**src/sv/dfr_pkg.sv**
```systemverilog
package dfr_pkg;

    // sizing
    localparam int BUFFER_BYTES = 1024;
    localparam int PACKET_BYTES = 64;

    localparam int ADDR_W = $clog2(BUFFER_BYTES);
    localparam int CNT_W  = $clog2(BUFFER_BYTES + 1);
    localparam int OFF_W  = $clog2(PACKET_BYTES + 2);
    localparam int CALC_W = $clog2(BUFFER_BYTES + PACKET_BYTES + 2);

    // fixed field widths
    localparam int FUNC_W     = 2;
    localparam int BYTE_W     = 8;
    localparam int INDEX_W    = 10;
    localparam int STATE_W    = 3;
    localparam int RX_COUNT_W = 11;
    localparam int WINDOW_W   = 7;

    localparam int S_TDATA_W = 24;
    localparam int M_TDATA_W = 32;

    // configuration port
    localparam int APB_ADDR_W = 4;
    localparam int APB_DATA_W = 32;
    localparam logic [1:0] REG_FILL  = 2'd0;
    localparam logic [1:0] REG_BEGIN = 2'd1;
    localparam logic [1:0] REG_END   = 2'd2;

    typedef enum logic [STATE_W-1:0] {
        ST_IDLE     = 3'd0,
        ST_STANDBY  = 3'd1,
        ST_ARMED    = 3'd2,
        ST_OVERFLOW = 3'd3,
        ST_ERROR    = 3'd4,
        ST_COMPLETE = 3'd5
    } rx_state_t;

    typedef enum logic [FUNC_W-1:0] {
        FN_BYTE    = 2'd0,
        FN_ARM     = 2'd1,
        FN_RELEASE = 2'd2,
        FN_READ    = 2'd3
    } func_t;

    typedef struct packed {
        logic [BYTE_W-1:0] fill_byte;
        logic [BYTE_W-1:0] begin_byte;
        logic [BYTE_W-1:0] end_byte;
    } cfg_t;

    typedef struct packed {
        logic              wr_en;
        logic              rd_en;
        logic [ADDR_W-1:0] addr;
        logic [BYTE_W-1:0] wdata;
    } mem_req_t;

    typedef struct packed {
        rx_state_t             rx_state;
        logic [RX_COUNT_W-1:0] rx_count;
        logic                  frame_done;
        logic                  frame_ready;
        logic [WINDOW_W-1:0]   next_window;
        logic                  is_read;
    } result_t;

    // receive window: min(space left, packet size) while armed, else 0
    function automatic logic [CALC_W-1:0] window_of(rx_state_t st, logic [CNT_W-1:0] cnt);
        logic [CALC_W-1:0] space;
        space = CALC_W'(BUFFER_BYTES) - CALC_W'(cnt);
        if (st != ST_ARMED) begin
            return '0;
        end else if (space < CALC_W'(PACKET_BYTES)) begin
            return space;
        end else begin
            return CALC_W'(PACKET_BYTES);
        end
    endfunction

endpackage

```
**src/sv/dfr_out.sv**
```systemverilog
module dfr_out (
    input  logic                                aclk,
    input  logic                                aresetn,
    input  logic                                acc,
    input  dfr_pkg::result_t                    res,
    input  logic [dfr_pkg::BYTE_W-1:0]          rd_q,
    output logic                                in_ready,
    output logic                                m_tvalid,
    input  logic                                m_tready,
    output logic [dfr_pkg::M_TDATA_W-1:0]       m_tdata
);

    logic                           p1_valid_reg, p1_valid_next;
    dfr_pkg::result_t               p1_res_reg;
    logic                           out_valid_reg, out_valid_next;
    logic [dfr_pkg::M_TDATA_W-1:0]  out_data_reg;
    logic [dfr_pkg::M_TDATA_W-1:0]  out_data_next;
    logic [dfr_pkg::BYTE_W-1:0]     rd_byte;
    logic                           out_free;

    assign out_free = !out_valid_reg || m_tready;
    assign in_ready = !p1_valid_reg || out_free;
    assign rd_byte  = p1_res_reg.is_read ? rd_q : '0;

    always_comb begin
        p1_valid_next = p1_valid_reg;
        if (acc) begin
            p1_valid_next = 1'b1;
        end else if (out_free) begin
            p1_valid_next = 1'b0;
        end
        out_valid_next = out_valid_reg;
        if (out_free) begin
            out_valid_next = p1_valid_reg;
        end
        out_data_next = {1'b0, rd_byte, p1_res_reg.next_window, p1_res_reg.frame_ready,
                         p1_res_reg.frame_done, p1_res_reg.rx_count, p1_res_reg.rx_state};
    end

    always_ff @(posedge aclk) begin
        if (!aresetn) begin
            p1_valid_reg  <= 1'b0;
            out_valid_reg <= 1'b0;
        end else begin
            p1_valid_reg  <= p1_valid_next;
            out_valid_reg <= out_valid_next;
        end
    end

    always_ff @(posedge aclk) begin
        if (acc) begin
            p1_res_reg <= res;
        end
        if (out_free && p1_valid_reg) begin
            out_data_reg <= out_data_next;
        end
    end

    assign m_tvalid = out_valid_reg;
    assign m_tdata  = out_data_reg;

endmodule

```
**config.mk**
```make
export PLATFORM = sky130hd
export DESIGN_NAME = dfr_out
export DESIGN_NICKNAME = d
export VERILOG_FILES = /design/src/sv/dfr_pkg.sv /design/src/sv/dfr_out.sv
export SDC_FILE = /design/constraint.sdc
export NUM_CORES = 1
export LEC_CHECK = 0
export BUFFER_PORTS_ARGS = -buffer_cell sky130_fd_sc_hd__clkbuf_2
export CAP_MARGIN = 20
export CORE_ASPECT_RATIO = 1.75
export CORE_UTILIZATION = 45
export DETAILED_ROUTE_END_ITERATION = 8
export PLACE_DENSITY = 0.75
export REMOVE_ABC_BUFFERS = 1
export SYNTH_ARGS = -nofsm -noshare
export SYNTH_HDL_FRONTEND = slang
export SYNTH_SLANG_ARGS = --single-unit
```
**constraint.sdc**
```tcl
create_clock -name aclk -period 6 [get_ports aclk]
set_input_delay 1.2 -clock aclk [delete_from_list [all_inputs] [get_ports aclk]]
set_output_delay 1.2 -clock aclk [all_outputs]
set_load 0.03 [all_outputs]
```
==> key figures, run 1 <==
Status
  • Status: finished, final reports clean

Synthesis
  • Largest area contributor in the netlist: edfxtp_1
  • Post-Synthesis Cells: 73
  • Main area contributors after synthesis: edfxtp_1 (92%), and2_1 (3.1%), dfxtp_1 (2.2%), a22o_1 (0.49%), nor2b_2 (0.49%)
  • Sequential fraction of the synthesis area: 94.3%
  • Ys Warns: 0
  • Synth unique cells: 10
  • Yosys top cell area share: 92.1%
  • Number of synthesized register bits: 57
  • Cell area after synthesis: 0.00179 mm^2
  • Avg Inst Size Synth: 24.6 um^2

GRT
  • Grt ovf: 0
  • M3 GR Usage: 6.74%
  • Initial antenna violation count: 0
  • Tot GR Track Use: 14.7%
  • GRT busiest layer: met2
  • Vias in the first global route: 914
  • First-pass GRT wire length: 4.14 mm
  • Pin count of the biggest net entering global routing: 32
  • M2 GR Usage: between 20% and 30%
  • Met1 usage: 13.8%

Power and ir drop
  • Switching pwr: about 170 uW
  • Comb power frac: 7.0%
  • Switching Fraction: 21.0%
  • Clock Power Share: 34.9%
  • Flop pwr share: roughly three fifths
  • Internal Power: approximately 650 uW
  • Max VDD drop: between 0.2 and 0.25 mV
  • Power density over the cells: about 350 mW/mm^2
  • Static Leakage: between 0.9 and 1 nW

Clock network
  • CTS Buf Count: 9
  • Post-CTS Setup Inserts: 0
  • CTS Root Cell: clkbuf_8
  • Clk buf depth: 2
  • Clock-pin slew on the worst setup and hold paths: 60 ps
  • Clk sinks: between 50 and 60
  • Clk Latency, worst-skew pair: 320 ps
  • CTS tree: done
  • Post-CTS Resized: 0
  • # hold bufs at CTS: 0
  • H-tree depth: 3

Critical path
  • Critical R2R Launch: m_tvalid
  • Crit Path Class: in2out
  • Crit path launch: m_tready
  • CP endpoint kind: output pin
  • Req. time, crit path: 4800 ps
  • Worst Path Arrival: about 1700 ps
  • CP Launch Type: input pin
  • CP max FO: 4

Timing
  • Minimum clock period: 2930 ps
  • Final Hold Vio Count: 0
  • RSZ-0062 raised after global routing: false
  • Final setup fails: 0
  • Tcrit/Tclk final: 48.9%
  • Slack of the critical path: 3070 ps
  • Highest clock rate: 341 MHz
  • Setup Skew: 6.69 ps
  • Worst slew pin tran: 579 ps
  • Post-route setup TNS: 0 ps
  • Slew HR: 61.4%
  • Fin. max-slew vios: 0

Floorplanning
  • Die width: 49.7 um
  • Die height: 85.5 um
  • Core footprint: 0.00383 mm^2
  • Die area: roughly 0.0043 mm^2
  • FP Rows: 30
  • Starting density of the core: 46.9%
  • I/O pin cnt: 70

Cells and area
  • Final Cell Area: 0.00236 mm^2
  • Synth-to-Final Area Change: 31.4%
  • # diodes: 0
  • Ratio of cells with drive above 1 in the final layout: 51.6%
  • Max reg flops: 31
  • Nets: 188
  • Filler instances: approximately 320
  • Final core occ: 61.6%

Detailed routing
  • WL/cell: around 13 um
  • Post-Route WL: 2.73 mm
  • Residual DRC: 0
  • Number of routed nets with antenna violations: 0
  • DR vias: 901
  • DRT Pass-1 Iters: 4
  • Vias/cell: about 4.4
  • Initial drt markers: 13

Hold path
  • Hold path start: out_data_next[19]
  • Hold Crit Class: reg2reg

Place
  • Routability cong.: 0.622
  • HPWL after DPL: about 2 mm
  • Dpl cell area: 0.00220 mm^2
  • Port bufs: 68
  • Post-placement setup slack: 3060 ps

Job
  • Max Cap Viol: 0
-- Yosys cell counts, drive strengths merged --
master and instances:
edfxtp 55, o21a 1, and2 9, dfxtp 2, nand2 1, nor2b 2, a22o 1, conb 1
buf 1
-- power by group through the flow --
| stage | Sequential [mW] | Combinational, mW | Clock, mW |
|---|---|---|---|
| after global routing | 0.477 | 0.0612 | 0.311 |
| after detailed placement | 0.483 | 0.0582 | 0 |
| after CTS | 0.475 | 0.0583 | 0.294 |
| after global placement | 0.481 | 0.0561 | 0 |
| final | 0.475 | 0.0572 | 0.285 |
| after floorplan | 0.504 | 0.00801 | 0 |
-- worst max-delay path: stages --
cell	delay, ps
clkbuf_2	90
nor2b_2	190
nand2_1	80
clkbuf_2	180
-- area by class of cell --
| cell class | count | area, um^2 | area share [%] |
|---|---|---|---|
| clock buffer | 15 | 156 | 6.63 |
| sequential | 57 | 1690 | 71.8 |
| clock inverter | 1 | 3.75 | 0.159 |
| timing repair buffer | 69 | 348 | 14.8 |
| tap | 48 | 60.1 | 2.55 |
| multi-input combinational | 15 | 97.6 | 4.14 |
-- stage by stage --
stage,cells,hold slack [ps],power [mW]
finish,205,415,0.817
detailed placement,189,405,0.541
floorplan,72,400,0.512
global route,205,422,0.849
global placement,189,400,0.537
CTS,205,415,0.827
-- layer usage --
layer / vias to the layer above / share of wire, %
li1: 437 / -
met1: 413 / 35
met2: 47 / 55
met3: 4 / 8.2
met4: 0 / 2.0
met5: - / 0
-- cell families (layout without fill, tap and decap cells) --
group                  count (synthesis)  after routing  synth area share (%)
flip-flops                            57             57                  94.3
AND/OR/NAND/NOR                       12             12                  4.18
AO/OA/AOI/OAI                          2              2                 0.907
other                                  1              1                 0.209
buffers and inverters                  1             85                 0.419
-- path summary, 6_finish.rpt --
check        cells past startpoint           to  slack [ps]
max                              4     in_ready        3070
min                              0  m_tdata[19]         420
max reg2reg                      3  m_tdata[14]        4730
min reg2reg                      0  m_tdata[19]         420
-- cells in the final DEF (no fill, tap or decap) --
cell type and instances:
clkbuf_8 10, clkinv_1 1, nand2_1 1, clkbuf_1 5, clkbuf_2 68, a22o_1 1, and2_1 9, buf_4 1
conb_1 1, edfxtp_1 55, nor2b_2 2, dfxtp_1 2, o21a_1 1
Note: power is estimated with default switching activity, not from simulation.
==> inputs of run 2 (changes only) <==
ABC_AREA = 1   (was not set)
CORE_UTILIZATION = 42   (was 45)
PLACE_DENSITY = 0.73   (was 0.75)
clock period = 2.4 ns   (was 6 ns; I/O delays follow)
==> key figures, run 2 <==
Synthesis
  • Most numerous cell in the Yosys netlist: edfxtp_1
  • Ys Warns: 0
  • Synth unique cells: 9
  • Number of synthesized register bits: 57
  • Sequential fraction of the synthesis area: around 94%
  • Yosys top cell area share: 91.4%
  • Post-Synthesis Cells: 85
  • Asr flop ratio synth: 0%
  • Avg Inst Size Synth: 21.3 um^2
  • Top FF cell, synth: edfxtp_1
  • Largest area contributor in the netlist: edfxtp_1
  • Main area contributors after synthesis: edfxtp_1 (91%), inv_1 (2.5%), dfxtp_1 (2.2%), nand2_1 (1.9%), a21oi_1 (0.83%)
  • Commonest cells post-synth: edfxtp_1 (55), inv_1 (12), nand2_1 (9)
  • Cell area after synthesis: 0.00181 mm^2
  • Number of synthesized flops with an enable pin: between 50 and 60

Timing
  • Post-route setup TNS: 0 ps
  • Worst slew pin tran: 568 ps
  • Final setup fails: 0
  • Tcrit/Tclk final: ~64%
  • Setup Skew: between 3 and 4 ps
  • Slew HR: 62.1%
  • Fin. max-slew vios: 0
  • RSZ-0062 raised after global routing: false
  • Final Hold Vio Count: 0
  • Highest clock rate: ~650 MHz
  • Minimum clock period: ~1500 ps

Cells and area
  • Most frequent cells in the layout: clkbuf_2 (68), edfxtp_1 (55), inv_1 (12), nand2_1 (9), clkbuf_8 (9)
  • Final Cell Area: 0.00236 mm^2
  • Max reg flops: 31
  • # diodes: 0
  • Synth-to-Final Area Change: 30.5%
  • Nets: around 200
  • Ratio of cells with drive above 1 in the final layout: 47.6%
  • Most common cell after layout, fill and taps aside: clkbuf_2

GRT
  • First-pass GRT wire length: 3.84 mm
  • Vias in the first global route: roughly 850
  • Grt ovf: 0
  • Initial antenna violation count: 0
  • Tot GR Track Use: about an eighth
  • Pin count of the biggest net entering global routing: 32

Critical path
  • Req. time, crit path: 1920 ps
  • Crit-path slowest cell: dfxtp_1
  • Crit path launch: m_tvalid
  • Max incr delay on CP: 420 ps
  • CP endpoint kind: output pin
  • Worst reg2reg endpoint: m_tdata[24]
  • Reg2reg setup slack: 1200 ps
  • Top Family by Delay on Critical Path: flip-flops
  • Crit path buffers/inverters: 1
  • R2R cell count: 2
  • Worst Path Arrival: 1070 ps
  • Critical R2R Launch: m_tvalid
  • Crit Path Class: reg2out
  • Worst path cell trace: nand3_1, clkbuf_2
  • CP Launch Type: flip-flop
  • CP max FO: 4

Power and ir drop
  • Power density over the cells: 836 mW/mm^2
  • Internal Power: roughly 1.6 mW
  • Flop pwr share: 60.3%
  • Switching pwr: 405 uW
  • Max VDD drop: 0.553 mV
  • Switching Fraction: 20.6%
  • Static Leakage: slightly above 1 nW
  • Clock Power Share: 32.6%
  • Comb power frac: a little over 7%

Clock network
  • CTS Root Cell: clkbuf_8
  • Clk buf depth: 2
  • Post-CTS Resized: 0
  • Clock-pin slew on the worst setup and hold paths: 50 ps
  • # hold bufs at CTS: 0
  • CTS Buf Count: 9
  • H-tree depth: 3
  • CTS tree: done
  • Clk sinks: 57
  • Post-CTS Setup Inserts: 0
  • Clk Latency, worst-skew pair: around 300 ps

Job
  • Max Cap Viol: 0

Hold path
  • Hold Crit Class: in2reg
  • Hold EP: out_data_next[22]
  • Hold path depth: 1
  • Hold path start: res[7]

Detailed routing
  • Residual DRC: 0
  • Vias/cell: 4.32
  • WL/cell: 11.9 um
  • Post-Route WL: 2.55 mm
  • Number of routed nets with antenna violations: 0
  • DRT Pass-1 Iters: 4
  • Initial drt markers: 20
  • DR vias: just over 900

Place
  • Routability cong.: 0.622
  • Port bufs: 68
  • Dpl cell area: 0.00221 mm^2
  • HPWL after DPL: 1.96 mm

Floorplanning
  • I/O pin cnt: 70
  • Die height: 88.8 um
  • Starting density of the core: roughly 44%
  • Die area: 0.00458 mm^2
  • FP Rows: 31
  • Core footprint: 0.00411 mm^2
  • Die width: 51.6 um

Status
  • Status: finished, final reports clean
run 2: layout make-up:
cell class / instances / area, um^2
flip-flops and latches: 57 / 1690
multi-input cells: 14 / 68.8
fillers: 333 / 1750
well taps: 49 / 61.3
repair buffers: 69 / 348
inverters: 12 / 45.0
clock buffers: 12 / 135
clock inverters: 2 / 7.51
run 2: routing by layer:
layer  share of wire (%)  GRT usage [%]
met1                  39           13.3
met2                  52           19.8
met3                 7.9           5.67
met4                 1.4           10.3
met5                   0              0
run 2: logic make-up after synthesis:
| kind of cell | count (synthesis) | synth area share, % |
|---|---|---|
| simple gates | 10 | 2.15 |
| other cells | 1 | 0.208 |
| flops | 57 | 93.6 |
| buf+inv | 14 | 3.19 |
| compound gates | 3 | 0.831 |
run 2: how the worst max path moves through the flow:
stage | cells past startpoint | slack (ps) | to
2_1_floorplan | 2 | -90 | m_tdata[0]
3_3_place_gp | 4 | 960 | in_ready
3_5_place_dp | 4 | 930 | in_ready
4_1_cts | 2 | 830 | in_ready
5_1_grt | 2 | 780 | in_ready
6_report | 2 | 850 | in_ready
run 2: metrics by stage:
stage	worst slack, ps	utilization (%)	power, mW	cells	hold slack [ps]
2_1_floorplan	-90.4	-	1.28	83	400
3_3_place_gp	959	53.9	1.34	201	403
3_5_place_dp	928	53.9	1.35	201	405
4_1_cts	829	57.3	2.00	215	330
5_1_grt	785	57.3	2.07	215	320
6_report	854	57.3	1.97	215	347
run 2: power by group through the flow:
stage	registers (mW)	logic, mW	clock network, mW
finish	1.19	0.141	0.642
global route	1.19	0.153	0.723
CTS	1.19	0.143	0.664
detailed placement	1.21	0.143	0
global placement	1.20	0.140	0
floorplan	1.26	0.0198	0
==> inputs of run 3 (changes only) <==
clock period = 1.4 ns   (was 2.4 ns; I/O delays follow)
==> key figures, run 3 (synthesis gave the netlist of run 2 again) <==
GRT
  • Grt ovf: 0
  • Pin count of the biggest net entering global routing: 32
  • First-pass GRT wire length: 4.15 mm
  • Initial antenna violation count: 0
  • Tot GR Track Use: between 10% and 20%
  • Vias in the first global route: 973

Power and ir drop
  • Static Leakage: 1.05 nW
  • Max VDD drop: 0.859 mV
  • Power density over the cells: between 1000 and 1500 mW/mm^2

Job
  • Max Cap Viol: 0

Critical path
  • Crit path launch: m_tvalid
  • Max incr delay on CP: 410 ps
  • Worst path cell trace: nand3_1, clkbuf_2
  • Req. time, crit path: 1120 ps
  • Crit-path slowest cell: dfxtp_1
  • CP max FO: 4
  • R2R cell count: 3
  • Worst reg2reg endpoint: m_tdata[8]
  • CP endpoint kind: output pin
  • Crit Path Class: reg2out
  • Reg2reg setup slack: 330 ps
  • Critical R2R Launch: p1_valid_reg
  • Worst Path Arrival: 1050 ps
  • CP Launch Type: flip-flop

Detailed routing
  • Post-Route WL: approximately 2.8 mm
  • Vias/cell: 4.34
  • DRT Pass-1 Iters: 3
  • DR vias: between 900 and 1,000
  • Number of routed nets with antenna violations: 0
  • Residual DRC: 0
  • WL/cell: 12.6 um
  • Initial drt markers: 10

Timing
  • Tcrit/Tclk final: 95.1%
  • Highest clock rate: 751 MHz
  • Final setup fails: 0
  • Setup Skew: 5.52 ps
  • RSZ-0062 raised after global routing: false
  • Slack of the critical path: 68.4 ps
  • Minimum clock period: approximately 1300 ps
  • Fin. max-slew vios: 0
  • Final Hold Vio Count: 0
  • WHS: 138 ps

Cells and area
  • Final Cell Area: 0.00243 mm^2
  • Filler instances: 333
  • Max reg flops: 31
  • Synth-to-Final Area Change: 34.3%
  • Nets: 200
  • Non-Filler Instances: 218
  • Most common cell after layout, fill and taps aside: clkbuf_2
  • # diodes: 0
  • Ratio of cells with drive above 1 in the final layout: 49.1%
  • Most frequent cells in the layout: clkbuf_2 (68), edfxtp_1 (55), inv_1 (12), clkbuf_8 (12), nand2_1 (9)

Floorplanning
  • Die height: 88.8 um
  • FP Rows: 31
  • Core footprint: 0.00411 mm^2
  • Starting density of the core: between 40% and 50%
  • I/O pin cnt: 70
  • Die width: 51.6 um
  • Die area: 0.00458 mm^2

Clock network
  • Post-CTS Resized: 0
  • CTS Root Cell: clkbuf_8
  • H-tree depth: 3
  • Clk buf depth: 2
  • Clk Latency, worst-skew pair: around 310 ps
  • Post-CTS Setup Inserts: 0
  • # hold bufs at CTS: 0
  • CTS Buf Count: 9
  • Clock-pin slew on the worst setup and hold paths: about 60 ps
  • Clk sinks: 57
  • CTS tree: done

Place
  • Port bufs: 68
  • Dpl cell area: 0.00225 mm^2
  • Routability cong.: roughly 0.63
  • Cells after DPL: 202
  • HPWL after DPL: 2.08 mm
  • Post-placement setup slack: just under 300 ps

Hold path
  • Hold Crit Class: in2reg
  • Hold EP: out_data_next[10]
  • Hold path depth: 1
  • Hold path start: res[17]

Status
  • Status: finished, final reports clean
## run 3: worst max-delay path: cells and delay by family (launching register included)
family	cells	cell delay, ps
buffers and inverters	1	200
and+or+nand+nor	1	130
DFF	1	410
## run 3: report_power, final
part / switching, mW / internal, mW / total, mW
clock network: 0.521 / 0.790 / 1.31
registers: 0.0360 / 2.00 / 2.04
logic: 0.172 / 0.0838 / 0.256
## run 3: stage by stage
step | util, % | TNS, ps | total power, mW
finish | 59.0 | 0 | 3.60
floorplan | - | -32660 | 2.19
detailed placement | 54.7 | 0 | 2.33
CTS | 59.0 | 0 | 3.65
global placement | 54.7 | 0 | 2.31
global route | 59.0 | 0 | 3.75
## run 3: routing by layer
layer / track usage, % / share of wire, % / up-vias / routed length [um]
li1: - / - / 460 / -
met1: 12.8 / 36 / 432 / 983
met2: 22.6 / 54 / 49 / 1480
met3: 6.01 / 8.0 / 6 / 220
met4: 11.8 / 2.5 / 0 / 70
met5: 0 / 0 / - / 0
## run 3: worst max path at each step
stage,endpoint,cells after the start
floorplan,m_tdata[0],1
global placement,m_tdata[5],4
detailed placement,m_tdata[2],4
CTS,in_ready,2
global route,in_ready,2
finish,in_ready,2
## run 3: cell type report
| cell class | instances | area (um^2) | area share [%] |
|---|---|---|---|
| Sequential cell | 57 | 1690 | 69.7 |
| Timing Repair Buffer | 70 | 380 | 15.7 |
| Clock buffer | 16 | 180 | 7.42 |
| Multi-Input combinational cell | 14 | 68.8 | 2.84 |
| Tap cell | 49 | 61.3 | 2.53 |
| Inverter | 12 | 45.0 | 1.86 |
