$ cat src/sv/dfr_pkg.sv
package dfr_pkg;

    // sizing
    localparam int BUFFER_BYTES = 1024;
    localparam int PACKET_BYTES = 64;

    localparam int ADDR_W = $clog2(BUFFER_BYTES);
    localparam int CNT_W  = $clog2(BUFFER_BYTES + 1);
    localparam int OFF_W  = $clog2(PACKET_BYTES + 2);
    localparam int CALC_W = $clog2(BUFFER_BYTES + PACKET_BYTES + 2);

    // fixed field widths
    localparam int FUNC_W     = 2;
    localparam int BYTE_W     = 8;
    localparam int INDEX_W    = 10;
    localparam int STATE_W    = 3;
    localparam int RX_COUNT_W = 11;
    localparam int WINDOW_W   = 7;

    localparam int S_TDATA_W = 24;
    localparam int M_TDATA_W = 32;

    // configuration port
    localparam int APB_ADDR_W = 4;
    localparam int APB_DATA_W = 32;
    localparam logic [1:0] REG_FILL  = 2'd0;
    localparam logic [1:0] REG_BEGIN = 2'd1;
    localparam logic [1:0] REG_END   = 2'd2;

    typedef enum logic [STATE_W-1:0] {
        ST_IDLE     = 3'd0,
        ST_STANDBY  = 3'd1,
        ST_ARMED    = 3'd2,
        ST_OVERFLOW = 3'd3,
        ST_ERROR    = 3'd4,
        ST_COMPLETE = 3'd5
    } rx_state_t;

    typedef enum logic [FUNC_W-1:0] {
        FN_BYTE    = 2'd0,
        FN_ARM     = 2'd1,
        FN_RELEASE = 2'd2,
        FN_READ    = 2'd3
    } func_t;

    typedef struct packed {
        logic [BYTE_W-1:0] fill_byte;
        logic [BYTE_W-1:0] begin_byte;
        logic [BYTE_W-1:0] end_byte;
    } cfg_t;

    typedef struct packed {
        logic              wr_en;
        logic              rd_en;
        logic [ADDR_W-1:0] addr;
        logic [BYTE_W-1:0] wdata;
    } mem_req_t;

    typedef struct packed {
        rx_state_t             rx_state;
        logic [RX_COUNT_W-1:0] rx_count;
        logic                  frame_done;
        logic                  frame_ready;
        logic [WINDOW_W-1:0]   next_window;
        logic                  is_read;
    } result_t;

    // receive window: min(space left, packet size) while armed, else 0
    function automatic logic [CALC_W-1:0] window_of(rx_state_t st, logic [CNT_W-1:0] cnt);
        logic [CALC_W-1:0] space;
        space = CALC_W'(BUFFER_BYTES) - CALC_W'(cnt);
        if (st != ST_ARMED) begin
            return '0;
        end else if (space < CALC_W'(PACKET_BYTES)) begin
            return space;
        end else begin
            return CALC_W'(PACKET_BYTES);
        end
    endfunction

endpackage

$ cat src/sv/dfr_ctrl.sv
module dfr_ctrl (
    input  logic                                aclk,
    input  logic                                aresetn,
    input  logic                                acc,
    input  dfr_pkg::func_t                      func,
    input  logic [dfr_pkg::BYTE_W-1:0]          data_byte,
    input  logic                                packet_last,
    input  logic                                release_ok,
    input  logic [dfr_pkg::INDEX_W-1:0]         read_index,
    input  dfr_pkg::cfg_t                       cfg,
    output dfr_pkg::mem_req_t                   mem_req,
    output dfr_pkg::result_t                    res
);

    dfr_pkg::rx_state_t             state_reg, state_next;
    logic [dfr_pkg::CNT_W-1:0]      count_reg, count_next;
    logic [dfr_pkg::OFF_W-1:0]      offset_reg, offset_next;
    logic                           seen_reg, seen_next;
    logic                           bad_reg, bad_next;
    logic                           done;
    logic                           wr_hit;

    logic [dfr_pkg::CALC_W-1:0]     win_now;
    logic [dfr_pkg::CALC_W-1:0]     len;
    logic [dfr_pkg::CALC_W-1:0]     pos;
    logic                           rd_in_range;

    assign win_now     = dfr_pkg::window_of(state_reg, count_reg);
    assign pos         = dfr_pkg::CALC_W'(count_reg) + dfr_pkg::CALC_W'(offset_reg);
    assign rd_in_range = int'(read_index) < dfr_pkg::BUFFER_BYTES;

    // next state
    always_comb begin
        state_next  = state_reg;
        count_next  = count_reg;
        offset_next = offset_reg;
        seen_next   = seen_reg;
        bad_next    = bad_reg;
        done        = 1'b0;
        wr_hit      = 1'b0;
        len         = '0;
        if (acc) begin
            unique case (func)
                dfr_pkg::FN_BYTE: begin
                    if (state_reg == dfr_pkg::ST_ARMED) begin
                        wr_hit = dfr_pkg::CALC_W'(offset_reg) < win_now;
                        if (count_reg == '0 && !seen_reg && data_byte != cfg.fill_byte) begin
                            seen_next = 1'b1;
                            bad_next  = data_byte != cfg.begin_byte;
                        end
                        // saturates one past the packet size
                        if (int'(offset_reg) <= dfr_pkg::PACKET_BYTES) begin
                            offset_next = offset_reg + 1'b1;
                        end
                        if (packet_last) begin
                            len = dfr_pkg::CALC_W'(offset_next);
                            if (count_reg == '0 && !seen_next) begin
                                // all fill: dropped, still armed
                            end else if (count_reg == '0 && bad_next) begin
                                state_next = dfr_pkg::ST_ERROR;
                            end else if (len > win_now) begin
                                state_next = dfr_pkg::ST_OVERFLOW;
                            end else begin
                                count_next = dfr_pkg::CNT_W'(dfr_pkg::CALC_W'(count_reg) + len);
                                if (data_byte == cfg.end_byte) begin
                                    state_next = dfr_pkg::ST_COMPLETE;
                                    done       = 1'b1;
                                end
                            end
                            offset_next = '0;
                            seen_next   = 1'b0;
                            bad_next    = 1'b0;
                        end
                    end
                end
                dfr_pkg::FN_ARM: begin
                    state_next  = dfr_pkg::ST_ARMED;
                    count_next  = '0;
                    offset_next = '0;
                    seen_next   = 1'b0;
                    bad_next    = 1'b0;
                end
                dfr_pkg::FN_RELEASE: begin
                    state_next  = release_ok ? dfr_pkg::ST_STANDBY : dfr_pkg::ST_ERROR;
                    count_next  = '0;
                    offset_next = '0;
                    seen_next   = 1'b0;
                    bad_next    = 1'b0;
                end
                dfr_pkg::FN_READ: begin
                end
                default: begin
                end
            endcase
        end
    end

    // outputs: buffer access and result fields
    always_comb begin
        mem_req.wr_en = wr_hit;
        mem_req.rd_en = acc && func == dfr_pkg::FN_READ && rd_in_range;
        mem_req.wdata = data_byte;
        if (func == dfr_pkg::FN_READ) begin
            mem_req.addr = dfr_pkg::ADDR_W'(read_index);
        end else begin
            mem_req.addr = dfr_pkg::ADDR_W'(pos);
        end

        res.rx_state    = state_next;
        res.rx_count    = dfr_pkg::RX_COUNT_W'(count_next);
        res.frame_done  = done;
        res.frame_ready = state_next == dfr_pkg::ST_COMPLETE && count_next != '0;
        res.next_window = dfr_pkg::WINDOW_W'(dfr_pkg::window_of(state_next, count_next));
        res.is_read     = func == dfr_pkg::FN_READ && rd_in_range;
    end

    always_ff @(posedge aclk) begin
        if (!aresetn) begin
            state_reg  <= dfr_pkg::ST_IDLE;
            count_reg  <= '0;
            offset_reg <= '0;
            seen_reg   <= 1'b0;
            bad_reg    <= 1'b0;
        end else begin
            state_reg  <= state_next;
            count_reg  <= count_next;
            offset_reg <= offset_next;
            seen_reg   <= seen_next;
            bad_reg    <= bad_next;
        end
    end

endmodule

$ cat config.mk
export PLATFORM = sky130hd
export DESIGN_NAME = dfr_ctrl
export DESIGN_NICKNAME = d
export VERILOG_FILES = /design/src/sv/dfr_pkg.sv /design/src/sv/dfr_ctrl.sv
export SDC_FILE = /design/constraint.sdc
export NUM_CORES = 1
export LEC_CHECK = 0
export BUFFER_PORTS_ARGS = -buffer_cell sky130_fd_sc_hd__buf_2
export CORE_ASPECT_RATIO = 1.25
export CORE_MARGIN = 2
export CORE_UTILIZATION = 40
export DETAILED_ROUTE_END_ITERATION = 16
export GPL_ROUTABILITY_DRIVEN = 0
export PLACE_DENSITY = 0.66
export SKIP_LAST_GASP = 1
export SYNTH_ARGS = -nofsm -noshare
export SYNTH_HDL_FRONTEND = slang
export SYNTH_SLANG_ARGS = --single-unit
$ cat constraint.sdc
create_clock -name aclk -period 5.16 [get_ports aclk]
set_input_delay 0.258 -clock aclk [delete_from_list [all_inputs] [get_ports aclk]]
set_output_delay 0.258 -clock aclk [all_outputs]
set_load 0.005 [all_outputs]
==> metrics.txt, run 1 <==
# TYPE chip_impl_metric gauge
chip_impl_info{name="hp-class",value="in2reg"} 1
chip_impl_info{name="hold-path-endpoint",value="offset_reg[1]$_SDFFE_PN0P_"} 1
chip_impl_metric{name="portBuffers",unit=""} 92
chip_impl_metric{name="postSynth.asyncResetShare",unit="%"} 0
chip_impl_info{name="r2r_end",value="count_reg[8]$_SDFF_PN0_"} 1
chip_impl_info{name="synth_common_cells",value="nand2_1 (48), ha_1 (35), nor2_1 (27), inv_1 (26)"} 1
chip_impl_metric{name="min_period_over_period",unit="%"} 105.0
chip_impl_metric{name="num_antenna_cells",unit=""} 0
chip_impl_metric{name="timing.critical_path.arrival",unit="ns"} 5.16
chip_impl_metric{name="total_global_routing_overflow",unit=""} 0
chip_impl_info{name="critical_path.startpoint_type",value="flop"} 1
chip_impl_metric{name="hold_buffers",unit=""} 0
chip_impl_metric{name="largest_register_ff_count",unit=""} 11
chip_impl_metric{name="timing.critical_path.fanout_max",unit=""} 7
chip_impl_metric{name="timing_max_transition_violations_final",unit=""} 0
chip_impl_metric{name="pin_count_of_the_biggest_net_entering_global_routing",unit=""} 25
chip_impl_metric{name="grt_pass1_wl",unit="mm"} 15.84
chip_impl_metric{name="drtPass1Iterations",unit=""} 5
chip_impl_metric{name="setup_viol",unit=""} 8
chip_impl_metric{name="hold_depth",unit=""} 2
chip_impl_info{name="clock_tree.root_cell",value="clkbuf_8"} 1
chip_impl_metric{name="mappedNetlistArea",unit="mm2"} 0.003403
chip_impl_info{name="yosysTopAreaCell",value="dfxtp_1"} 1
chip_impl_metric{name="synthesis.yosys.warnings",unit=""} 0
chip_impl_info{name="regToRegStartpoint",value="count_reg[0]$_SDFF_PN0_"} 1
chip_impl_info{name="worst_path_most_repeated_cell",value="ha_4"} 1
chip_impl_metric{name="grt_pass1_vias",unit=""} 3352
chip_impl_metric{name="fin_nets",unit=""} 635
chip_impl_metric{name="final_worst_clock_skew",unit="ns"} 0.006621
chip_impl_info{name="holdCritStartpoint",value="aresetn"} 1
chip_impl_metric{name="min_period",unit="ns"} 5.416
chip_impl_metric{name="required",unit="ns"} 4.90
chip_impl_metric{name="ioPinCount",unit=""} 93
chip_impl_metric{name="timing.max_slew.rel_slack",unit="%"} 56.69
chip_impl_metric{name="global_route.usage.total",unit="%"} 20.98
chip_impl_metric{name="vdd_drop_max",unit="uV"} 74.25
chip_impl_metric{name="setup_tns_final",unit="ns"} -1.425
chip_impl_metric{name="synth_enable_flop_cells",unit=""} 0
chip_impl_info{name="result_of_the_run",value="finished with violations"} 1
chip_impl_metric{name="fillers",unit=""} 808
chip_impl_metric{name="cts-buffers-inserted",unit=""} 3
chip_impl_metric{name="floorplan.die_area",unit="mm2"} 0.009266
chip_impl_metric{name="post_dp_cell_area",unit="mm2"} 0.004083
chip_impl_metric{name="hold_violations",unit=""} 0
chip_impl_metric{name="grt.met1_usage",unit="%"} 26.89
chip_impl_metric{name="postSynthAreaPerCell",unit="um2"} 7.933
chip_impl_info{name="crit_path_end_kind",value="primary output"} 1
chip_impl_metric{name="yosys_register_bits",unit=""} 23
chip_impl_metric{name="floorplan.die.width",unit="um"} 86.50
chip_impl_metric{name="final.setup.worst_slack",unit="ns"} -0.2560
chip_impl_metric{name="postRouteAntennaNets",unit=""} 0
chip_impl_metric{name="detail_route.vias_per_cell",unit=""} 5.433
chip_impl_metric{name="numClockSinks",unit=""} 23
chip_impl_metric{name="slowest_delay",unit="ns"} 0.46
chip_impl_metric{name="total_number_of_vias",unit=""} 3504
chip_impl_metric{name="timing.fmax",unit="MHz"} 184.6
chip_impl_info{name="busiest_layer",value="met2"} 1
chip_impl_metric{name="power.density_cell_area",unit="mW/mm2"} 95.00
chip_impl_metric{name="regToRegSetupSlack",unit="ns"} 1.02
chip_impl_metric{name="fin_area",unit="mm2"} 0.004369
chip_impl_info{name="cts_tree",value="yes"} 1
chip_impl_metric{name="synthesis.instances",unit=""} 429
chip_impl_metric{name="routed_wirelength",unit="mm"} 9.829
chip_impl_metric{name="mappedNetlistNets",unit=""} 515
chip_impl_info{name="critPathKind",value="reg2out"} 1
chip_impl_info{name="synth.top_cells.by_area",value="dfxtp_1 (14%), ha_1 (13%), xnor2_1 (6.2%)"} 1
chip_impl_info{name="ys_dominant_reg_cell",value="dfxtp_1"} 1
chip_impl_metric{name="leakage",unit="uW"} 0.002035
chip_impl_metric{name="grt_util_met3",unit="%"} 1.078
chip_impl_metric{name="largest_buffer_count_on_any_clock_path",unit=""} 2
chip_impl_metric{name="placeableCoreArea",unit="mm2"} 0.008240
chip_impl_metric{name="grt_use_met2",unit="%"} 36.65
chip_impl_metric{name="synth_cell_type_count",unit=""} 81
chip_impl_info{name="cpMaxStageDelayCell",value="or4_4"} 1
chip_impl_metric{name="cts.htree.levels",unit=""} 1
chip_impl_metric{name="drt_drc_violations_left",unit=""} 0
chip_impl_metric{name="floorplan.rows",unit=""} 37
chip_impl_metric{name="initial_detailed_routing_violation_count",unit=""} 165
chip_impl_metric{name="clock_latency_late_sink",unit="ns"} 0.28
chip_impl_metric{name="detailedPlacementHpwl",unit="mm"} 7.837
chip_impl_metric{name="worst_r2r_path_depth",unit=""} 17
chip_impl_metric{name="netlist.area_leader.share",unit="%"} 13.53
chip_impl_metric{name="antenna_violations_before_repair",unit=""} 0
chip_impl_metric{name="tightestPinTransition",unit="ns"} 0.6481
chip_impl_metric{name="clk_transition_reported_paths",unit="ns"} 0.10
chip_impl_metric{name="area_growth",unit="%"} 28.38
chip_impl_metric{name="dp.cells",unit=""} 628
chip_impl_metric{name="avgRoutedWirePerCell",unit="um"} 15.24
chip_impl_metric{name="initial_utilization",unit="%"} 41.30
chip_impl_metric{name="synth.yosys.seq_area_share",unit="%"} 13.53
chip_impl_metric{name="final_layout_size_suffix_gt1_share",unit="%"} 35.77
chip_impl_info{name="synth_most_common_cell",value="nand2_1"} 1
chip_impl_info{name="failing_checks",value="negative setup slack"} 1
chip_impl_metric{name="final-instance-count-excl-fill",unit=""} 645
chip_impl_metric{name="power",unit="uW"} 415.1
chip_impl_info{name="setup_repair_after_global_routing_missed_its_margin",value="true"} 1
chip_impl_metric{name="maxCapViolations",unit=""} 0
chip_impl_metric{name="die_h",unit="um"} 107.1
==> metrics by stage <==
step | hold WS [ns] | utilization [%] | setup slack [ns]
2_1_floorplan | 0.3862 | - | 0.02456
3_5_place_dp | 0.4997 | 49.54 | -0.1390
6_report | 0.4318 | 53.02 | -0.2560
5_1_grt | 0.4504 | 53.02 | -0.4659
3_3_place_gp | 0.4904 | 49.54 | 0.04237
4_1_cts | 0.4253 | 52.28 | -0.3579
==> routing by layer <==
layer / share of wire (%) / vias up
met5: 0 / -
met1: 44 / 1613
li1: - / 1774
met4: 2.7 / 0
met3: 3.3 / 20
met2: 50 / 97
==> cell families (layout without fill, tap and decap cells) <==
kind of cell / after synthesis / in the layout / share of synthesized area, %
and+or+nand+nor: 169 / 169 / 27.46
DFF: 23 / 23 / 13.53
xor gates and xnor gates: 45 / 45 / 11.58
buffers and inverters: 46 / 165 / 7.096
adders and majority gates: 37 / 37 / 14.04
AOI/OAI and AO/OA: 103 / 103 / 24.27
muxes: 6 / 6 / 2.022
==> final cells by class <==
cell class,instances,area (um2),area share [%]
clock inverter,1,5.005,0.1145
clock buffer,3,41.29,0.9450
sequential,23,462.9,10.60
tap,97,121.4,2.778
timing repair buffer,135,794.5,18.18
inverter,26,97.59,2.234
multi-input combinational,360,2846,65.15
==> worst max path at each step <==
| stage | start | to | slack [ns] | depth (start not counted) |
|---|---|---|---|---|
| global placement | count_reg[0]$_SDFF_PN0_ | res[7] | 0.04 | 25 |
| detailed placement | count_reg[0]$_SDFF_PN0_ | res[7] | -0.14 | 25 |
| floorplan | count_reg[1]$_SDFF_PN0_ | res[7] | 0.02 | 23 |
| finish | count_reg[0]$_SDFF_PN0_ | res[7] | -0.26 | 26 |
| CTS | count_reg[1]$_SDFF_PN0_ | res[7] | -0.36 | 26 |
| global route | count_reg[0]$_SDFF_PN0_ | res[7] | -0.47 | 26 |
==> placed cells by master (no fill, tap or decap), types with 8 or more instances in the layout <==
master / synthesis / routed
buf_4: 11 / 40
o21ai_0: 24 / 23
nand2_1: 48 / 45
and2_1: 20 / 20
xor2_1: 21 / 21
ha_1: 35 / 30
nor2_1: 27 / 26
xnor2_1: 24 / 24
nor3_1: 11 / 8
dfxtp_1: 23 / 21
buf_2: 0 / 92
nor2b_1: 11 / 11
a21oi_1: 14 / 13
inv_1: 26 / 22
or3_1: 8 / 8
==> power by group <==
group	switching [uW]	total, uW	internal [uW]
Clock	68.2	122	54.2
Combinational	59.9	112	51.7
Sequential	2.05	181	179
==> repair_timing <==
action,4_1_cts,5_1_grt
pin swaps,19,23
buffers inserted,13,2
resized for setup,21,11
setup endpoints to repair,8,8
==> critical path: cells and delay by family (launching register included) <==
kind	cells	cell delay, ns
buffers and inverters	6	0.63
flip-flops	1	0.33
AO/OA/AOI/OAI	8	1.50
AND/OR/NAND/NOR	9	1.83
adder cells (fa/ha/maj)	3	0.60
(Power assumes the default switching activity.)
==> inputs of run 2 (changes only) <==
- CORE_ASPECT_RATIO: 1.25 -> 0.5
- RECOVER_POWER: not set -> 25
==> metrics.txt, run 2 (same netlist as run 1, synthesis figures left out) <==
# TYPE chip_impl_metric gauge
chip_impl_metric{name="setup_viol",unit=""} 8
chip_impl_metric{name="area_growth",unit="%"} 30.04
chip_impl_metric{name="timing_max_transition_violations_final",unit=""} 0
chip_impl_metric{name="timing.max_slew.rel_slack",unit="%"} 33.04
chip_impl_metric{name="required",unit="ns"} 4.90
chip_impl_info{name="critPathKind",value="reg2out"} 1
chip_impl_metric{name="sequentialPowerShare",unit="%"} 38.7
chip_impl_metric{name="maxCapViolations",unit=""} 0
chip_impl_metric{name="postRouteAntennaNets",unit=""} 0
chip_impl_info{name="most_frequent_standard_cell_in_the_layout_excluding_fill_and_tap_cells",value="buf_2"} 1
chip_impl_metric{name="initial_utilization",unit="%"} 41.94
chip_impl_metric{name="antenna_violations_before_repair",unit=""} 0
chip_impl_metric{name="final_worst_clock_skew",unit="ns"} 0.005049
chip_impl_info{name="crit_path_end_kind",value="primary output"} 1
chip_impl_metric{name="detail_route.vias_per_cell",unit=""} 5.336
chip_impl_metric{name="setup_tns_final",unit="ns"} -1.986
chip_impl_info{name="regToRegStartpoint",value="count_reg[0]$_SDFF_PN0_"} 1
chip_impl_metric{name="fin_nets",unit=""} 639
chip_impl_metric{name="portBuffers",unit=""} 92
chip_impl_metric{name="final-instance-count-excl-fill",unit=""} 664
chip_impl_metric{name="power.density_cell_area",unit="mW/mm2"} 105.8
chip_impl_metric{name="final.setup.worst_slack",unit="ns"} -0.3312
chip_impl_metric{name="placeableCoreArea",unit="mm2"} 0.008115
chip_impl_metric{name="floorplan.die_area",unit="mm2"} 0.009307
chip_impl_metric{name="timing.critical_path.arrival",unit="ns"} 5.23
chip_impl_info{name="setup_repair_after_global_routing_missed_its_margin",value="true"} 1
chip_impl_metric{name="clk_transition_reported_paths",unit="ns"} 0.06
chip_impl_metric{name="avgRoutedWirePerCell",unit="um"} 15.44
chip_impl_metric{name="grt_pass1_vias",unit=""} 3442
chip_impl_metric{name="drt_drc_violations_left",unit=""} 0
chip_impl_metric{name="largest_register_ff_count",unit=""} 11
chip_impl_info{name="hp-class",value="in2reg"} 1
chip_impl_metric{name="power.share.switching",unit="%"} 28.36
chip_impl_info{name="result_of_the_run",value="finished with violations"} 1
chip_impl_metric{name="clock_latency_late_sink",unit="ns"} 0.26
chip_impl_metric{name="floorplan.die.width",unit="um"} 134.4
chip_impl_metric{name="comb_power_share",unit="%"} 23.6
chip_impl_metric{name="timing.fmax",unit="MHz"} 182.1
chip_impl_metric{name="total_global_routing_overflow",unit=""} 0
chip_impl_metric{name="floorplan.rows",unit=""} 23
chip_impl_metric{name="cts-buffers-inserted",unit=""} 3
chip_impl_info{name="crit_path_end",value="res[7]"} 1
chip_impl_metric{name="global_route.usage.total",unit="%"} 21.51
chip_impl_info{name="critical_path.startpoint_type",value="flop"} 1
chip_impl_metric{name="pre_cts_ws",unit="ns"} -0.04948
chip_impl_metric{name="numClockSinks",unit=""} 23
chip_impl_metric{name="timing.critical_path.fanout_max",unit=""} 7
chip_impl_info{name="most-common-layout-cells",value="buf_2 (83), nand2_1 (47), buf_4 (42)"} 1
chip_impl_metric{name="dp.cells",unit=""} 648
chip_impl_metric{name="cts.htree.levels",unit=""} 1
chip_impl_metric{name="ioPinCount",unit=""} 93
chip_impl_metric{name="min_period",unit="ns"} 5.491
chip_impl_metric{name="final_layout_size_suffix_gt1_share",unit="%"} 33.15
chip_impl_metric{name="vdd_drop_max",unit="uV"} 91.19
chip_impl_info{name="timing.critical_path.from",value="count_reg[0]$_SDFF_PN0_"} 1
chip_impl_metric{name="grt_pass1_wl",unit="mm"} 16.46
chip_impl_metric{name="drtPass1Iterations",unit=""} 5
chip_impl_info{name="failing_checks",value="negative setup slack"} 1
chip_impl_info{name="cts_tree",value="yes"} 1
chip_impl_metric{name="p_int",unit="uW"} 335.3
chip_impl_metric{name="routed_wirelength",unit="mm"} 10.25
chip_impl_info{name="r2r_end",value="count_reg[9]$_SDFF_PN0_"} 1
chip_impl_metric{name="die_h",unit="um"} 69.23
chip_impl_info{name="clock_tree.root_cell",value="clkbuf_16"} 1
chip_impl_metric{name="largest_buffer_count_on_any_clock_path",unit=""} 2
chip_impl_metric{name="min_period_over_period",unit="%"} 106.4
chip_impl_metric{name="hold_violations",unit=""} 0
chip_impl_metric{name="num_antenna_cells",unit=""} 0
chip_impl_metric{name="worst_r2r_path_depth",unit=""} 18
chip_impl_metric{name="power.share.clock",unit="%"} 37.7
chip_impl_metric{name="initial_detailed_routing_violation_count",unit=""} 269
chip_impl_metric{name="total_number_of_vias",unit=""} 3543
chip_impl_metric{name="pin_count_of_the_biggest_net_entering_global_routing",unit=""} 25
chip_impl_metric{name="regToRegSetupSlack",unit="ns"} 0.81
chip_impl_metric{name="tightestPinTransition",unit="ns"} 1.004
chip_impl_metric{name="leakage",unit="uW"} 0.002039
chip_impl_metric{name="detailedPlacementHpwl",unit="mm"} 8.071
chip_impl_metric{name="power.switching",unit="uW"} 132.8
[run 2: cell types whose count changed in the layout (fill, tap and decap cells not counted), moves of 3 or more]
cell and delta:
clkbuf_1 +12, clkbuf_8 -3, clkbuf_16 +3, buf_2 -9
[run 2: worst min-delay path by stage]
stage | from | to | slack (ns) | cells after the start
global placement | bad_reg$_SDFFE_PN0P_ | bad_reg$_SDFFE_PN0P_ | 0.49 | 2
CTS | aresetn | bad_reg$_SDFFE_PN0P_ | 0.44 | 2
floorplan | aresetn | offset_reg[0]$_SDFFE_PN0P_ | 0.39 | 1
detailed placement | bad_reg$_SDFFE_PN0P_ | bad_reg$_SDFFE_PN0P_ | 0.50 | 2
finish | aresetn | bad_reg$_SDFFE_PN0P_ | 0.44 | 2
global route | aresetn | bad_reg$_SDFFE_PN0P_ | 0.47 | 2
[run 2: area by class of cell]
cell class | count | area [um2]
multi-input combinational | 360 | 2840
tap | 112 | 140.1
fill | 785 | 3690
clock buffer | 4 | 78.83
sequential | 23 | 462.9
inverter | 26 | 97.59
timing repair buffer | 139 | 805.8
[run 2: critical path, stage by stage (launching register included)]
cell,delay (ns)
dfxtp_2,0.32
inv_2,0.07
ha_4,0.14
or3b_4,0.39
nor3_4,0.14
nor2_1,0.08
o31ai_1,0.25
o211ai_1,0.17
or4_4,0.57
ha_4,0.25
and4_1,0.15
a21boi_4,0.15
o31ai_4,0.30
buf_6,0.15
o211ai_4,0.15
o32ai_4,0.35
inv_2,0.08
ha_4,0.17
o31ai_4,0.06
a211oi_2,0.09
nand3_2,0.13
buf_6,0.11
nor3_4,0.04
o311ai_4,0.39
and2_1,0.17
buf_2,0.10
[run 2: repair_timing]
action | in CTS | in global routing
pin swaps | 13 | 26
resized for setup | 18 | 13
setup buffers | 6 | 7
setup endpoints to repair | 8 | 8
hold buffers | 0 | 0
[run 2: stage by stage]
stage | util [%] | power [uW] | hold WS, ns | instance area, um2
finish | 54.53 | 468.1 | 0.4384 | 4425
global route | 54.53 | 488.8 | 0.4687 | 4425
CTS | 53.47 | 472.6 | 0.4434 | 4339
detailed placement | 51.00 | 293.0 | 0.5009 | 4139
global placement | 51.00 | 292.2 | 0.4912 | 4139
floorplan | - | 248.8 | 0.3862 | 3420
[run 2: per-layer routing]
layer  global-route usage [%]  vias to the layer above  wire, um
met5                        0                        -         0
met4                    5.146                        0       128
met3                    3.070                       14       710
met2                    36.28                      138      4597
met1                    29.07                     1610      4813
li1                         -                     1781         -
[run 2: power groups by stage]
stage | Clock (uW) | Sequential, uW | Combinational (uW)
after floorplan | 0 | 185 | 64.1
after global placement | 0 | 185 | 107
after detailed placement | 0 | 185 | 108
after CTS | 179 | 181 | 113
after global routing | 185 | 181 | 122
final | 176 | 181 | 111
==> inputs of run 3 (changes only) <==
- GPL_TIMING_DRIVEN: not set -> 0
- SKIP_CTS_REPAIR_TIMING: not set -> 1
==> metrics.txt, run 3 (same netlist as run 1, synthesis figures left out) <==
# TYPE chip_impl_metric gauge
chip_impl_info{name="result_of_the_run",value="finished with violations"} 1
chip_impl_info{name="failing_checks",value="negative setup slack"} 1
chip_impl_info{name="crit_path_end_kind",value="primary output"} 1
chip_impl_metric{name="clk_transition_reported_paths",unit="ns"} 0.07
chip_impl_metric{name="power.switching",unit="uW"} 142.1
chip_impl_metric{name="power.density_cell_area",unit="mW/mm2"} 109.3
chip_impl_metric{name="maxCapViolations",unit=""} 0
chip_impl_metric{name="comb_power_share",unit="%"} 24.1
chip_impl_metric{name="floorplan.die.width",unit="um"} 134.4
chip_impl_metric{name="setup_viol",unit=""} 8
chip_impl_info{name="cpMaxStageDelayCell",value="or4_4"} 1
chip_impl_metric{name="hold_violations",unit=""} 0
chip_impl_info{name="critical_path.startpoint_type",value="flop"} 1
chip_impl_metric{name="avgRoutedWirePerCell",unit="um"} 15.22
chip_impl_info{name="worst_path_dominant_cell_family",value="simple AND/OR/NAND/NOR gates"} 1
chip_impl_metric{name="ioPinCount",unit=""} 93
chip_impl_metric{name="hold_slack",unit="ns"} 0.2865
chip_impl_metric{name="routed_wirelength",unit="mm"} 10.08
chip_impl_metric{name="timing.critical_path.buf_inv",unit=""} 6
chip_impl_metric{name="grt_pass1_wl",unit="mm"} 15.71
chip_impl_metric{name="cts-buffers-inserted",unit=""} 3
chip_impl_metric{name="sequentialPowerShare",unit="%"} 37.6
chip_impl_metric{name="min_period",unit="ns"} 5.773
chip_impl_metric{name="total_global_routing_overflow",unit=""} 0
chip_impl_metric{name="final.setup.worst_slack",unit="ns"} -0.6128
chip_impl_metric{name="area_growth",unit="%"} 28.79
chip_impl_metric{name="largest_buffer_count_on_any_clock_path",unit=""} 2
chip_impl_metric{name="timing.max_slew.rel_slack",unit="%"} 41.57
chip_impl_info{name="worst_path_most_repeated_cell",value="buf_4"} 1
chip_impl_metric{name="fin_nets",unit=""} 637
chip_impl_metric{name="numClockSinks",unit=""} 23
chip_impl_metric{name="largest_register_ff_count",unit=""} 11
chip_impl_info{name="most-common-layout-cells",value="buf_2 (79), nand2_1 (48), buf_4 (36)"} 1
chip_impl_info{name="most_frequent_standard_cell_in_the_layout_excluding_fill_and_tap_cells",value="buf_2"} 1
chip_impl_metric{name="num_antenna_cells",unit=""} 0
chip_impl_metric{name="timing.fmax",unit="MHz"} 173.2
chip_impl_metric{name="initial_detailed_routing_violation_count",unit=""} 304
chip_impl_metric{name="portBuffers",unit=""} 92
chip_impl_info{name="cts_tree",value="yes"} 1
chip_impl_metric{name="final_worst_clock_skew",unit="ns"} 0.004110
chip_impl_metric{name="initial_utilization",unit="%"} 41.94
chip_impl_metric{name="leakage",unit="uW"} 0.001995
chip_impl_metric{name="tightestPinTransition",unit="ns"} 0.8745
chip_impl_metric{name="final_layout_size_suffix_gt1_share",unit="%"} 31.64
chip_impl_info{name="cp_cell_sequence",value="inv_4, ha_4, or3b_4, nor3_4, nor2_1, o31ai_1, o211ai_1, or4_4, ha_4, and4_1, a21boi_4, o31ai_4, buf_4, o211ai_4, buf_6, buf_4, buf_4, o41a_1, o21a_2, or3_1, nand3_1, o311ai_4, and2_1, buf_2"} 1
chip_impl_info{name="hp-class",value="in2reg"} 1
chip_impl_metric{name="die_h",unit="um"} 69.23
chip_impl_metric{name="total_number_of_vias",unit=""} 3532
chip_impl_metric{name="drt_drc_violations_left",unit=""} 0
chip_impl_info{name="setup_repair_after_global_routing_missed_its_margin",value="true"} 1
chip_impl_metric{name="power",unit="uW"} 479.1
chip_impl_metric{name="pin_count_of_the_biggest_net_entering_global_routing",unit=""} 15
chip_impl_info{name="critPathKind",value="reg2out"} 1
chip_impl_metric{name="floorplan.rows",unit=""} 23
chip_impl_metric{name="min_period_over_period",unit="%"} 111.9
chip_impl_metric{name="slowest_delay",unit="ns"} 0.57
chip_impl_metric{name="floorplan.die_area",unit="mm2"} 0.009307
chip_impl_metric{name="timing.critical_path.fanout_max",unit=""} 7
chip_impl_metric{name="required",unit="ns"} 4.90
chip_impl_metric{name="postRouteAntennaNets",unit=""} 0
chip_impl_metric{name="detail_route.vias_per_cell",unit=""} 5.335
chip_impl_metric{name="clock_latency_late_sink",unit="ns"} 0.26
chip_impl_metric{name="drtPass1Iterations",unit=""} 5
chip_impl_metric{name="global_route.usage.total",unit="%"} 20.75
chip_impl_metric{name="finish.utilization",unit="%"} 54.01
chip_impl_metric{name="grt_pass1_vias",unit=""} 3102
chip_impl_metric{name="placeableCoreArea",unit="mm2"} 0.008115
chip_impl_metric{name="vdd_drop_max",unit="uV"} 138.1
chip_impl_metric{name="power.share.clock",unit="%"} 38.4
chip_impl_metric{name="timing_max_transition_violations_final",unit=""} 0
chip_impl_info{name="clock_tree.root_cell",value="clkbuf_16"} 1
chip_impl_metric{name="power.share.switching",unit="%"} 29.67
chip_impl_metric{name="timing.critical_path.arrival",unit="ns"} 5.51
chip_impl_metric{name="cts.htree.levels",unit=""} 1
chip_impl_metric{name="p_int",unit="uW"} 336.9
chip_impl_metric{name="detailedPlacementHpwl",unit="mm"} 7.922
chip_impl_metric{name="antenna_violations_before_repair",unit=""} 0
run 3: power by group through the flow:
stage | Clock (uW) | Sequential [uW] | Combinational (uW)
final | 184 | 180 | 115
after floorplan | 0 | 185 | 64.1
after detailed placement | 0 | 185 | 113
after global routing | 194 | 180 | 128
after global placement | 0 | 185 | 112
after CTS | 187 | 181 | 114
run 3: path summary, 6_finish.rpt:
| path | endpoint | slack (ns) | from | cells past startpoint |
|---|---|---|---|---|
| setup reg to reg | count_reg[9]$_SDFF_PN0_ | 0.57 | count_reg[1]$_SDFF_PN0_ | 20 |
| setup / recovery | res[7] | -0.61 | count_reg[1]$_SDFF_PN0_ | 24 |
| hold / removal | state_reg[0]$_SDFF_PN0_ | 0.29 | aresetn | 2 |
| hold reg to reg | bad_reg$_SDFFE_PN0P_ | 0.51 | bad_reg$_SDFFE_PN0P_ | 2 |
run 3: per-layer routing:
metal | global-route usage, % | up-vias | wire [um]
met5 | 0 | - | 0
met4 | 3.041 | 0 | 94
met3 | 3.363 | 13 | 699
met2 | 32.65 | 137 | 4415
met1 | 30.32 | 1604 | 4866
li1 | - | 1778 | -
run 3: metrics by stage:
| step | setup WS [ns] | TNS, ns | instances | instance area, um2 |
|---|---|---|---|---|
| 2_1_floorplan | 0.02456 | 0 | 429 | 3420 |
| 3_3_place_gp | -0.7340 | -5.126 | 633 | 4020 |
| 3_5_place_dp | -0.7691 | -5.444 | 633 | 4020 |
| 4_1_cts | -1.068 | -7.830 | 637 | 4103 |
| 5_1_grt | -0.8405 | -6.033 | 662 | 4383 |
| 6_report | -0.6128 | -4.052 | 662 | 4383 |
run 3: final cells by class:
cell class,count,area (um2)
Multi-Input combinational cell,360,2814
Inverter,26,102.6
Fill cell,783,3732
Clock buffer,3,75.07
Timing Repair Buffer,117,631.9
Tap cell,112,140.1
Clock inverter,1,7.507
Buffer,20,143.9
Sequential cell,23,467.9
